`src/hw/rtl/cbsr_pkg.sv`:
```
`timescale 1ns / 1ps

package cbsr_pkg;

  // Unprefixed accumulator rotates: RLCA, RRCA, RLA, RRA match under this mask
  localparam logic [7:0] OP_ACC_ROT_MASK = 8'hE7;
  localparam logic [7:0] OP_ACC_ROT      = 8'h07;

  // Destination code of the accumulator
  localparam logic [2:0] TARGET_A = 3'd7;

  // Flag mask codes: bit3 Z, bit2 N, bit1 H, bit0 C
  localparam logic [3:0] FMASK_ALL  = 4'hF;
  localparam logic [3:0] FMASK_BIT  = 4'hE;
  localparam logic [3:0] FMASK_NONE = 4'h0;

  // Prefixed page group, opcode bits 7..6
  typedef enum logic [1:0] {
    GRP_SHIFT = 2'd0,
    GRP_BIT   = 2'd1,
    GRP_RES   = 2'd2,
    GRP_SET   = 2'd3
  } group_t;

  // Shift/rotate kind, opcode bits 5..3
  typedef enum logic [2:0] {
    SH_RLC  = 3'd0,
    SH_RRC  = 3'd1,
    SH_RL   = 3'd2,
    SH_RR   = 3'd3,
    SH_SLA  = 3'd4,
    SH_SRA  = 3'd5,
    SH_SWAP = 3'd6,
    SH_SRL  = 3'd7
  } shift_kind_t;

  typedef struct packed {
    logic [7:0] operation;
    logic       cb_prefix;
    logic [7:0] operand_value;
    logic       carry_in;
  } cmd_word_t;

  typedef struct packed {
    logic [7:0] result_value;
    logic       write_result;
    logic [2:0] target_sel;
    logic       zero_flag;
    logic       subtract_flag;
    logic       half_flag;
    logic       carry_flag;
    logic [3:0] flag_mask;
    logic       bad_opcode;
  } res_word_t;

endpackage

```
`src/hw/rtl/cbsr_if.sv`:
```
`timescale 1ns / 1ps

// Command channel: one instruction word
interface cbsr_cmd_if;
  import cbsr_pkg::*;

  logic      valid;
  logic      ready;
  cmd_word_t data;

  modport source (output valid, output data, input ready);
  modport sink (input valid, input data, output ready);
endinterface

// Result channel: one result word
interface cbsr_res_if;
  import cbsr_pkg::*;

  logic      valid;
  logic      ready;
  res_word_t data;

  modport source (output valid, output data, input ready);
  modport sink (input valid, input data, output ready);
endinterface

```
`src/hw/rtl/cbsr_alu.sv`:
```
`timescale 1ns / 1ps

// Decode and compute: shallow muxing between the input and result registers
module cbsr_alu (
  input  cbsr_pkg::cmd_word_t cmd_word,
  output cbsr_pkg::res_word_t res_word
);
  import cbsr_pkg::*;

  logic [7:0]  v;
  logic [2:0]  sel;
  logic [2:0]  tgt;
  logic [7:0]  bit_sel;
  logic [7:0]  sh_val;
  logic        sh_carry;
  logic        is_acc_rot;
  shift_kind_t kind;
  group_t      grp;

  assign v          = cmd_word.operand_value;
  assign sel        = cmd_word.operation[5:3];
  assign tgt        = cmd_word.operation[2:0];
  assign kind       = shift_kind_t'(sel);
  assign grp        = group_t'(cmd_word.operation[7:6]);
  assign bit_sel    = 8'b1 << sel;
  assign is_acc_rot = (cmd_word.operation & OP_ACC_ROT_MASK) == OP_ACC_ROT;

  // Shift/rotate unit shared by both pages
  always_comb begin
    unique case (kind)
      SH_RLC: begin
        sh_val   = {v[6:0], v[7]};
        sh_carry = v[7];
      end
      SH_RRC: begin
        sh_val   = {v[0], v[7:1]};
        sh_carry = v[0];
      end
      SH_RL: begin
        sh_val   = {v[6:0], cmd_word.carry_in};
        sh_carry = v[7];
      end
      SH_RR: begin
        sh_val   = {cmd_word.carry_in, v[7:1]};
        sh_carry = v[0];
      end
      SH_SLA: begin
        sh_val   = {v[6:0], 1'b0};
        sh_carry = v[7];
      end
      SH_SRA: begin
        sh_val   = {v[7], v[7:1]};
        sh_carry = v[0];
      end
      SH_SWAP: begin
        sh_val   = {v[3:0], v[7:4]};
        sh_carry = 1'b0;
      end
      default: begin
        sh_val   = {1'b0, v[7:1]};
        sh_carry = v[0];
      end
    endcase
  end

  // Result and flags
  always_comb begin
    res_word               = '0;
    res_word.subtract_flag = 1'b0;
    if (!cmd_word.cb_prefix) begin
      if (is_acc_rot) begin
        // accumulator rotates: Z forced low
        res_word.result_value = sh_val;
        res_word.write_result = 1'b1;
        res_word.target_sel   = TARGET_A;
        res_word.carry_flag   = sh_carry;
        res_word.flag_mask    = FMASK_ALL;
      end else begin
        res_word.bad_opcode = 1'b1;
      end
    end else begin
      res_word.target_sel = tgt;
      unique case (grp)
        GRP_SHIFT: begin
          res_word.result_value = sh_val;
          res_word.write_result = 1'b1;
          res_word.zero_flag    = (sh_val == 8'h00);
          res_word.carry_flag   = sh_carry;
          res_word.flag_mask    = FMASK_ALL;
        end
        GRP_BIT: begin
          res_word.result_value = v;
          res_word.zero_flag    = ~v[sel];
          res_word.half_flag    = 1'b1;
          res_word.flag_mask    = FMASK_BIT;
        end
        GRP_RES: begin
          res_word.result_value = v & ~bit_sel;
          res_word.write_result = 1'b1;
          res_word.flag_mask    = FMASK_NONE;
        end
        default: begin
          res_word.result_value = v | bit_sel;
          res_word.write_result = 1'b1;
          res_word.flag_mask    = FMASK_NONE;
        end
      endcase
    end
  end

endmodule

```
`src/hw/rtl/cb_bit_shift_rotate_unit.sv`:
```
`timescale 1ns / 1ps

// Bit, shift and rotate unit for the prefixed opcode page and the accumulator
// rotates of the unprefixed page.
// cmd carries one instruction word (opcode, page flag, operand, carry) with a
// valid/ready handshake; res returns one result word per command: new byte,
// write enable, destination, Z/N/H/C and the mask of flags that change.
// Destination 6 means memory at HL; the caller does that access itself.
// From command acceptance to result valid a command passes one input
// register, the decode and compute logic, then the result register.
// Throughput is one word per cycle while the receiver keeps res.ready high;
// both registers advance whenever the stage after them is empty or being
// emptied, so the block takes one more command while a finished result
// waits to be taken.
// When res.ready is low the result holds, the input register fills, and then
// cmd.ready drops until the receiver takes the result.
// Reset clears both valid bits; the data registers are not reset.
module cb_bit_shift_rotate_unit (
  input  logic        clk,
  input  logic        rst,
  cbsr_cmd_if.sink    cmd,
  cbsr_res_if.source  res
);
  import cbsr_pkg::*;

  logic      in_valid;
  cmd_word_t in_word;
  logic      out_valid;
  res_word_t out_word;
  res_word_t alu_word;
  logic      out_load;
  logic      in_load;

  // Handshake: each stage moves when the one after it has room
  assign out_load  = in_valid && (!out_valid || res.ready);
  assign cmd.ready = !in_valid || out_load;
  assign in_load   = cmd.valid && cmd.ready;

  // Input register
  always_ff @(posedge clk) begin
    if (rst) begin
      in_valid <= 1'b0;
    end else if (cmd.ready) begin
      in_valid <= cmd.valid;
    end
  end

  always_ff @(posedge clk) begin
    if (in_load) begin
      in_word <= cmd.data;
    end
  end

  cbsr_alu u_alu (
    .cmd_word (in_word),
    .res_word (alu_word)
  );

  // Result register
  always_ff @(posedge clk) begin
    if (rst) begin
      out_valid <= 1'b0;
    end else if (!out_valid || res.ready) begin
      out_valid <= in_valid;
    end
  end

  always_ff @(posedge clk) begin
    if (out_load) begin
      out_word <= alu_word;
    end
  end

  assign res.valid = out_valid;
  assign res.data  = out_word;

  // A bad opcode never writes and never touches flags
  a_bad_quiet: assert property (@(posedge clk) disable iff (rst)
    (out_valid && out_word.bad_opcode) |->
      (!out_word.write_result && out_word.flag_mask == FMASK_NONE))
    else $error("bad opcode word writes or changes flags");

  // A valid non-writing word that is not bad must be BIT, which sets H
  a_bit_half: assert property (@(posedge clk) disable iff (rst)
    (out_valid && !out_word.bad_opcode && !out_word.write_result) |->
      (out_word.half_flag && out_word.flag_mask == FMASK_BIT))
    else $error("non-writing result without BIT flags");

  // A word moved into the result register is valid in the next cycle
  a_load_valid: assert property (@(posedge clk) disable iff (rst)
    out_load |=> out_valid)
    else $error("result register loaded but not valid");

  // The input register is never overwritten while its word is held
  a_no_overrun: assert property (@(posedge clk) disable iff (rst)
    (in_valid && !out_load) |-> !in_load)
    else $error("command accepted over a held word");

  // Accumulator rotates always target A with Z low
  a_acc_rot: assert property (@(posedge clk) disable iff (rst)
    (out_load && !in_word.cb_prefix && !alu_word.bad_opcode) |->
      (alu_word.target_sel == TARGET_A && !alu_word.zero_flag))
    else $error("accumulator rotate with wrong target or Z");

endmodule
```
`src/flat_wrapper.sv`:
```
// flat-port wrapper written by rule: the top's interface ports become plain ports
module cb_bit_shift_rotate_unit_flat import cbsr_pkg::*;
  (clk, rst, cmd_valid, cmd_data, cmd_ready, res_valid, res_data, res_ready);
  cbsr_cmd_if cmd_i ();
  cbsr_res_if res_i ();
  input  logic clk;
  input  logic rst;
  input wire logic [$bits(cmd_i.valid)-1:0] cmd_valid;
  input wire logic [$bits(cmd_i.data)-1:0] cmd_data;
  output wire logic [$bits(cmd_i.ready)-1:0] cmd_ready;
  output wire logic [$bits(res_i.valid)-1:0] res_valid;
  output wire logic [$bits(res_i.data)-1:0] res_data;
  input wire logic [$bits(res_i.ready)-1:0] res_ready;
  assign cmd_i.valid = cmd_valid;
  assign cmd_i.data = cmd_data;
  assign cmd_ready = cmd_i.ready;
  assign res_valid = res_i.valid;
  assign res_data = res_i.data;
  assign res_i.ready = res_ready;
  cb_bit_shift_rotate_unit u_core (.clk(clk), .rst(rst), .cmd(cmd_i), .res(res_i));
endmodule
```
`config.mk`:
```
export PLATFORM = sky130hd
export DESIGN_NAME = cb_bit_shift_rotate_unit_flat
export DESIGN_NICKNAME = d
export VERILOG_FILES = /design/src/hw/rtl/cbsr_pkg.sv /design/src/hw/rtl/cbsr_if.sv /design/src/hw/rtl/cbsr_alu.sv /design/src/hw/rtl/cb_bit_shift_rotate_unit.sv /design/src/flat_wrapper.sv
export SDC_FILE = /design/constraint.sdc
export NUM_CORES = 1
export LEC_CHECK = 0
export ABC_AREA = 1
export BUFFER_PORTS_ARGS = -buffer_cell sky130_fd_sc_hd__buf_2
export CORE_MARGIN = 2
export CORE_UTILIZATION = 34
export CTS_BUF_LIST = sky130_fd_sc_hd__clkbuf_16
export DETAILED_ROUTE_END_ITERATION = 8
export GPL_TIMING_DRIVEN = 0
export PLACE_DENSITY_LB_ADDON = 0.12
export REMOVE_ABC_BUFFERS = 1
export SKIP_LAST_GASP = 1
export SLEW_MARGIN = 5
export SYNTH_ARGS = -nofsm -noshare
export SYNTH_HDL_FRONTEND = slang
export SYNTH_SLANG_ARGS = --single-unit
export TNS_END_PERCENT = 10
```
`constraint.sdc`:
```
create_clock -name clk -period 4.2 [get_ports clk]
set_input_delay 0.21 -clock clk [delete_from_list [all_inputs] [get_ports clk]]
set_output_delay 0.21 -clock clk [all_outputs]
set_load 0.02 [all_outputs]
```
# After elaboration in Yosys (flattened, before gate mapping)

Cells that the tools add are included.

Input port bits: 22
Word-level logic and storage cells: 54
Output and inout bits: 23
Register bits after elaboration: 40

Bitwise gates (word level): 4
Equal/unequal tests: 9
Shift-type cells: 1
$lt $le $gt $ge: 1
Mux-type cells: 15
Reductions and logical operators: 10

Operators by type and width:

| cell                                                                         | number |
|---|---|
| 8-bit case mux with 7 select lines                                           | 1 |
| 12-bit two-way mux                                                           | 2 |
| 8-bit case mux with 3 select lines                                           | 1 |
| 5-bit two-way mux                                                            | 2 |
| 3-bit == test, second input constant                                         | 3 |
| 8-bit bitwise AND                                                            | 1 |
| 8-bit zero test                                                              | 1 |
| 8-bit inverter                                                               | 1 |
| 8-bit OR                                                                     | 1 |
| 4-bit case mux with 2 select lines                                           | 1 |
| 1-bit by 3-bit left shift with 8-bit output, first input constant            | 1 |
| 3-bit by 2-bit == test with 1-bit output, second input constant              | 2 |
| 6-bit by 3-bit == test with 1-bit output, second input constant              | 1 |
| 1-bit two-way mux                                                            | 5 |
| 3-bit by 4-bit less-than comparator with 1-bit output, second input constant | 1 |
| 1-bit case mux with 2 select lines                                           | 2 |
| 1-bit binary-select mux with 3-bit select                                    | 1 |
| 3-bit by 1-bit == test with 1-bit output, second input constant              | 1 |
| 3-bit zero test                                                              | 1 |
| 3-bit OR reduction                                                           | 1 |
| 2-bit by 1-bit == test with 1-bit output, second input constant              | 1 |
| 2-bit == test, second input constant                                         | 1 |
| 1-bit logical AND                                                            | 2 |
| 1-bit zero test                                                              | 2 |
| other kinds (3)                                                              | 4 |

# Depth between registers and ports, before layout

Gate-level depths: netlist of run 1.

Word-level depth: 5
Gate-level depth with buffers: 11
Depth with buffers taken out: 10

# Cells and area by module

From an unflattened synthesis of run 1, not the netlist that was laid out.

Cell total of the unflattened synthesis: 197
Area, all modules: 1993.2 um2

By module, submodules not included:

| module                   | cells an instance | seq. area each (um2) | area each (um2) | instances |
|---|---|---|---|---|
| cb_bit_shift_rotate_unit | 51                | 1211.2               | 1262.5          | 1 |
| cbsr_alu                 | 146               | 0.0                  | 730.7           | 1 |

# Least setup slack after synthesis of run 1

No wires, ideal clock.

Path kind: reg-to-reg
From: register u_core.out_valid (netlist: u_core.res.valid)
To: register u_core.out_word (netlist bit u_core.res.data[0]), enable pin
Path buffers: 0
Clock period less this slack: 1752 ps
Data required time: 3801 ps
Stages on the path, launching flop included: 2
Setup slack: 2448 ps
Data arrival time: 1353 ps
Library setup time: 399 ps
Cell sequence: dfxtp_1 -> a21oi_1

Word-level cells in the longest chain between the ends: 3

Ends and longest elaborated chain:

| item                      | line                           | text |
|---|---|---|
| from (decl)               | cb_bit_shift_rotate_unit.sv:28 | `logic out_valid;` |
| from (signal assigned)    | cb_bit_shift_rotate_unit.sv:64 | `out_valid <= in_valid;` |
| 1-bit zero test           | cb_bit_shift_rotate_unit.sv:35 | `assign out_load = in_valid && (!out_valid \|\| res.ready);` |
| 1-bit logical OR          | cb_bit_shift_rotate_unit.sv:35 |  |
| 1-bit logical AND         | cb_bit_shift_rotate_unit.sv:35 |  |
| named net u_core.out_load | cb_bit_shift_rotate_unit.sv:31 | `logic out_load;` |
| to (signal assigned)      | cb_bit_shift_rotate_unit.sv:70 | `out_word <= alu_word;` |
| to (decl)                 | cb_bit_shift_rotate_unit.sv:29 | `res_word_t out_word;` |

The timed path passes the listed nets, and every way through them passes these cells.
A chain may end at the register's enable or synchronous reset.

# Worst setup path in the final report of run 1

From: register u_core.in_word[15] (netlist bit)
To: register u_core.out_word (netlist bit u_core.res.data[8]), data pin

Word-level cells in the longest chain between the ends: 4
Elaborated cells on any way between the ends: 13
Classes of those cells: eq/ne (6); mux (4); bitwise (1); reduce/logical (2)

Ends and longest elaborated chain:

| item                                                                           | line                           | text |
|---|---|---|
| from (decl)                                                                    | cb_bit_shift_rotate_unit.sv:27 | `cmd_word_t in_word;` |
| from (signal assigned)                                                         | cb_bit_shift_rotate_unit.sv:50 | `in_word <= cmd.data;` |
| 3-bit == test, or another cell as far along                                    | cbsr_alu.sv:30                 | `unique case (kind)` |
| 8-bit case mux with 7 select lines / 1-bit two-way mux (equally long branches) | cbsr_alu.sv:30, cbsr_alu.sv:93 |  |
| 8-bit zero test / 1-bit inverter (equally long branches)                       | cbsr_alu.sv:87, cbsr_alu.sv:93 |  |
| 1-bit case mux with 2 select lines (*)                                         | cbsr_alu.sv:83                 | `unique case (grp)` |

Mark *: on every way between the ends. The rest lies on a longest branch, timed or not. The select of a mux whose other input is x is not followed.

==> flow_summary.yaml, run 1 <==
logic_synthesis:
  yosysSeqAreaShare: 0.593
  synth-edff-count: 36
  ys.flop_type: "edfxtp_1"
  yosysWarnings: 0
  yosys.area.top_type_share: 0.572
  syn_avg_cell_area_um2: 9.80
  synth.distinct_cells: 33
  ys_ff_latch: 38
  yosys-top-cells-count: "nand2_1, edfxtp_1, inv_1"
  netlist_area_um2: 1890
  synthCells: 193
  synth_area_leaders: "edfxtp_1, nand2_1, nand3_1"
  synth-async-reset-ratio: 0
  yosysMostFrequentCell: "nand2_1"
  synth_area_leader_cell: "edfxtp_1"
critical_path:
  cpMostUsedCell: "nand2_1"
  crit_family: "flip-flops"
  cpPeakStageDelay_ps: 650
  crit_cells: 8
  crit_fanout: 17
  worst_path_max_delay_cell: "edfxtp_1"
  end_kind: "register"
  cp.arrival_ps: 1890
  crit_chain: "a21oi_2 -> nand2_1 -> nand3_1 -> nor2_1 -> nand2_1 -> nor2_1 -> nand2_1 -> a21oi_2"
  worstSetupPathType: "register to register"
  cp_num_buf_inv: 0
  ff2ff_path_depth: 8
  critPathLaunchType: "register"
  required_ps: 4230
hold_path:
  holdPathStages: 2
  hp-class: "input pin to register"
clock_network:
  clock_tree.buffer_depth: 2
  cts_root_buffer: "clkbuf_16"
  cts_setup_buffers: 0
  tritoncts: "done"
  path_clk_slew_ps: 60
  cts_made_buffers: 5
  holdBufCountCts: 0
  insertion_delay_ps: 280
  cts_resized: 0
  clock_sinks: 38
  htreeDepth: 2
grt:
  grt_max_degree: 19
  antenna_found_initial: 0
  grtUsageTotal: 0.141
  grt_pass1_wl_um: 6650
  first_global_vias: 1442
  gr-total-overflow: 0
routing:
  dr_total_vias: 1440
  dr.pass1.iters: 4
  wl_um: 3920
  drt_iter0_markers: 94
  vias_per_cell: 4.68
  ant_nets: 0
  routedWlPerCell_um: 12.7
  drcViolationCount: 0
place:
  portBuffers: 43
  dp_slack_ps: 2320
  detailed_place_hpwl_um: 2870
  placed_area_um2: 2140
  place.gp.congestion: 0.883
sta:
  fin_crit_sh: 0.444
  fin_skew_ps: 5.15
  tightest_slew_ps: 701
  fin_tns_setup_ps: 0
  finalHoldViolations: 0
  fmax_ghz: 0.536
  setup_viol: 0
  drv_slew: 0
  relSlewSlack: 0.532
  final.setup.worst_slack_ps: 2340
  period_minus_slack_ps: 1860
  rsz0062_at_grt: "no"
pwr:
  vdd_drop_max_uv: 211
  pwr-share-seq: 0.467
  switchingPower_mw: 0.230
  power_density_nw_per_um2: 426
  p_leak_nw: 0.974
  p_sw_frac: 0.233
  p_clk_frac: 0.432
  pwr-share-comb: 0.101
  p_int_mw: 0.755
floorplan:
  die_h_um: 78.6
  ioPinCount: 45
  core.rowCount: 27
  start_util: 0.348
  fp.dieW_um: 78.6
  die_area_um2: 6170
  core_um2: 5440
final_layout:
  final_nets: 257
  insertedDiodeCount: 0
  fin_area_um2: 2310
  layout-drive-gt1-share: 0.280
  syn_to_final_growth_pct: 22.1
run:
  cap_violations: 0
run_status:
  status: "complete, no violations"
==> routing by layer <==
layer  wire [µm]  up-vias  part of all wire  global-route usage
li1            -      753                 -                   -
met1        1760      634              0.45               0.185
met2        1850       48              0.47               0.222
met3         238        5             0.061              0.0253
met4          70        0             0.018              0.0719
met5           0        -                 0                   0
==> power groups by stage <==
stage / combinational (mW) / sequential, mW / clock, mW
floorplan: 0.0525 / 0.476 / 0
global placement: 0.0985 / 0.468 / 0
detailed placement: 0.100 / 0.468 / 0
CTS: 0.101 / 0.460 / 0.440
global route: 0.113 / 0.463 / 0.451
finish: 0.0993 / 0.460 / 0.425
==> logic make-up after synthesis <==
family,count (synthesis),share of synthesized area
AND/OR/NAND/NOR,88,0.208
flip-flops,38,0.593
AO/OA/AOI/OAI,35,0.113
buffers and inverters,31,0.0840
other,1,0.00198
==> cell usage in the layout, fill, tap and decap left out, types with 3 or more instances in the layout <==
master / n
inv_1: 17
o211ai_1: 5
buf_2: 43
inv_2: 3
nand2_1: 44
nor2_1: 15
clkbuf_16: 5
a21oi_1: 4
nand3_1: 15
o21ai_1: 5
edfxtp_1: 36
o21ai_0: 11
a21oi_2: 3
nand4_1: 5
==> final cells by class <==
| cell class | count | area (µm²) |
|---|---|---|
| inverter | 22 | 86.3 |
| clock buffer | 5 | 125 |
| clock inverter | 3 | 45.0 |
| tap | 72 | 90.1 |
| timing repair buffer | 44 | 226 |
| sequential | 38 | 1120 |
| multi-input combinational | 124 | 614 |
| fill | 534 | 3130 |
==> sequential cells by signal (all words and copies together), names as in the netlist <==
register,count
u_core.in_word,18
u_core.res.data,18
u_core.in_valid,1
u_core.res.valid,1
==> through the flow <==
step / utilization / total power [mW] / hold slack [ps] / instances
after floorplan: - / 0.528 / 279 / 184
after global routing: 0.424 / 1.03 / 97.5 / 308
final: 0.424 / 0.985 / 97.4 / 308
after detailed placement: 0.393 / 0.568 / 387 / 300
after CTS: 0.424 / 1.00 / 88.9 / 308
after global placement: 0.390 / 0.567 / 386 / 299
==> final timing paths <==
kind / startpoint / end / slack (ps)
min reg2reg: u_core.in_valid / u_core.res.valid / 490
max reg2reg: u_core.in_word[15] / u_core.res.data[8] / 2340
min: rst / u_core.in_valid / 100
max: u_core.in_word[15] / u_core.res.data[8] / 2340
==> worst reg2reg max path: stages (launching register included) <==
cell	delay [ps]
edfxtp_1	650
a21oi_2	450
nand2_1	90
nand3_1	120
nor2_1	60
nand2_1	80
nor2_1	50
nand2_1	70
a21oi_2	50
(Power assumes the default switching activity.)
==> run 2, diff against run 1 <==
==> constraint.sdc (replaced) <==
create_clock -name clk -period 1.65 [get_ports clk]
set_input_delay 0.0825 -clock clk [delete_from_list [all_inputs] [get_ports clk]]
set_output_delay 0.0825 -clock clk [all_outputs]
set_load 0.02 [all_outputs]
==> run 2 against run 1 <==
Power grew to 2.6 times the previous value. Wire length up 7.3%. Register-to-register slack got worse by 2300 ps. Global-route usage rose by 0.93 points. Combinational power rose to 3.5 times the previous value. Die area is the same.
==> flow_summary.yaml, run 2 (synthesis results as in run 1) <==
final_layout:
  insertedDiodeCount: 0
  layout-drive-gt1-share: 0.295
  final_nets: 285
  multi_input_area_um2: 642
  fillerInstances: 505
  regArea_um2: 1120
  layout_common_cells: "nand2_1, buf_2, edfxtp_1, dlygate4sd3_1, inv_1"
  final_common_cell: "nand2_1"
  syn_to_final_growth_pct: 38.5
sta:
  fmax_ghz: 0.625
  period_minus_slack_ps: 1600
  relSlewSlack: 0.518
  tightest_slew_ps: 721
  final.setup.worst_slack_ps: 50.4
  drv_slew: 0
  fin_crit_sh: 0.969
  fin_tns_setup_ps: 0
  setup_viol: 0
  fin_skew_ps: 5.66
  rsz0062_at_grt: "yes"
  finalHoldViolations: 0
place:
  detailed_place_hpwl_um: 2870
  place.gp.congestion: 0.883
  dp_slack_ps: -228
  portBuffers: 43
floorplan:
  start_util: 0.348
  fp.dieW_um: 78.6
  core_um2: 5440
  core.rowCount: 27
  die_h_um: 78.6
  die_area_um2: 6170
  ioPinCount: 45
clock_network:
  clock_sinks: 38
  clock_tree.buffer_depth: 2
  tritoncts: "done"
  cts_made_buffers: 5
  path_clk_slew_ps: 60
  htreeDepth: 2
  insertion_delay_ps: 280
  cts_root_buffer: "clkbuf_16"
grt:
  grtUsageTotal: 0.150
  gr-total-overflow: 0
  grt_pass1_wl_um: 7110
  grt_max_degree: 19
  first_global_vias: 1567
  antenna_found_initial: 0
critical_path:
  required_ps: 1680
  worstSetupPathType: "register to register"
  crit_fanout: 7
  end_kind: "register"
  critPathLaunchType: "register"
  cp.arrival_ps: 1630
pwr:
  power_density_nw_per_um2: 986
  p_leak_nw: 1.11
  vdd_drop_max_uv: 684
  finalPower_mw: 2.58
hold_path:
  hp-class: "input pin to register"
routing:
  dr.pass1.iters: 4
  dr_total_vias: 1566
  vias_per_cell: 4.66
  routedWlPerCell_um: 12.5
  drt_iter0_markers: 93
  wl_um: 4200
  drcViolationCount: 0
  ant_nets: 0
run:
  cap_violations: 0
run_status:
  status: "complete, no violations"
==> run 2: cell count changes in the layout (fill, tap and decap cells not counted), moves of 2 or more <==
cell	delta
nor2_1	-2
nor2_4	+2
dlygate4sd3_1	+19
buf_4	+7
buf_12	+2
==> run 2: per-layer routing <==
| layer | share of wire | track usage |
|---|---|---|
| met1 | 0.46 | 0.195 |
| met2 | 0.47 | 0.239 |
| met3 | 0.048 | 0.0253 |
| met4 | 0.019 | 0.0789 |
| met5 | 0 | 0 |
==> run 2: power by group <==
group / switching [mW] / internal, mW
clock: 0.376 / 0.712
combinational: 0.200 / 0.144
sequential: 0.0304 / 1.12
==> run 2: final timing paths <==
| check | endpoint | from | cells past startpoint | slack, ps |
|---|---|---|---|---|
| worst max-delay path | u_core.res.data[8] | u_core.in_word[13] | 9 | 50 |
| worst min-delay path | u_core.in_valid | cmd_valid | 3 | 60 |
| worst max register to register | u_core.res.data[8] | u_core.in_word[13] | 9 | 50 |
| worst min register to register | u_core.res.valid | u_core.in_valid | 2 | 500 |
==> run 2: through the flow <==
| stage | util | hold slack [ps] | cell area [µm²] | std cells |
|---|---|---|---|---|
| floorplan | - | 152 | 1820 | 184 |
| global placement | 0.390 | 259 | 2120 | 299 |
| detailed placement | 0.393 | 260 | 2140 | 300 |
| CTS | 0.477 | 59.7 | 2590 | 335 |
| global route | 0.481 | 85.8 | 2620 | 336 |
| finish | 0.481 | 63.1 | 2620 | 336 |
==> run 2: area by class of cell <==
cell class / instances / area share
clock buffers: 5 / 0.0478
clock inverters: 3 / 0.0172
inverters: 22 / 0.0330
multi-input cells: 124 / 0.245
flip-flops and latches: 38 / 0.428
well taps: 72 / 0.0344
repair buffers: 72 / 0.194
==> run 2: worst max-delay path, stage by stage (launching register included) <==
cell	delay, ps
edfxtp_1	460
buf_4	200
a21oi_4	200
nand2_1	70
nand3_1	110
nor2_1	60
nand2_1	80
nor2_1	50
nand2_1	70
a21oi_2	50
==> run 2: timing repair <==
action	CTS	global route
pin swaps	0	0
endpoints found under the setup margin	10	8
hold endpoints to repair	20	0
hold buffers	19	0
gates resized for setup	2	4
buffers inserted	8	1
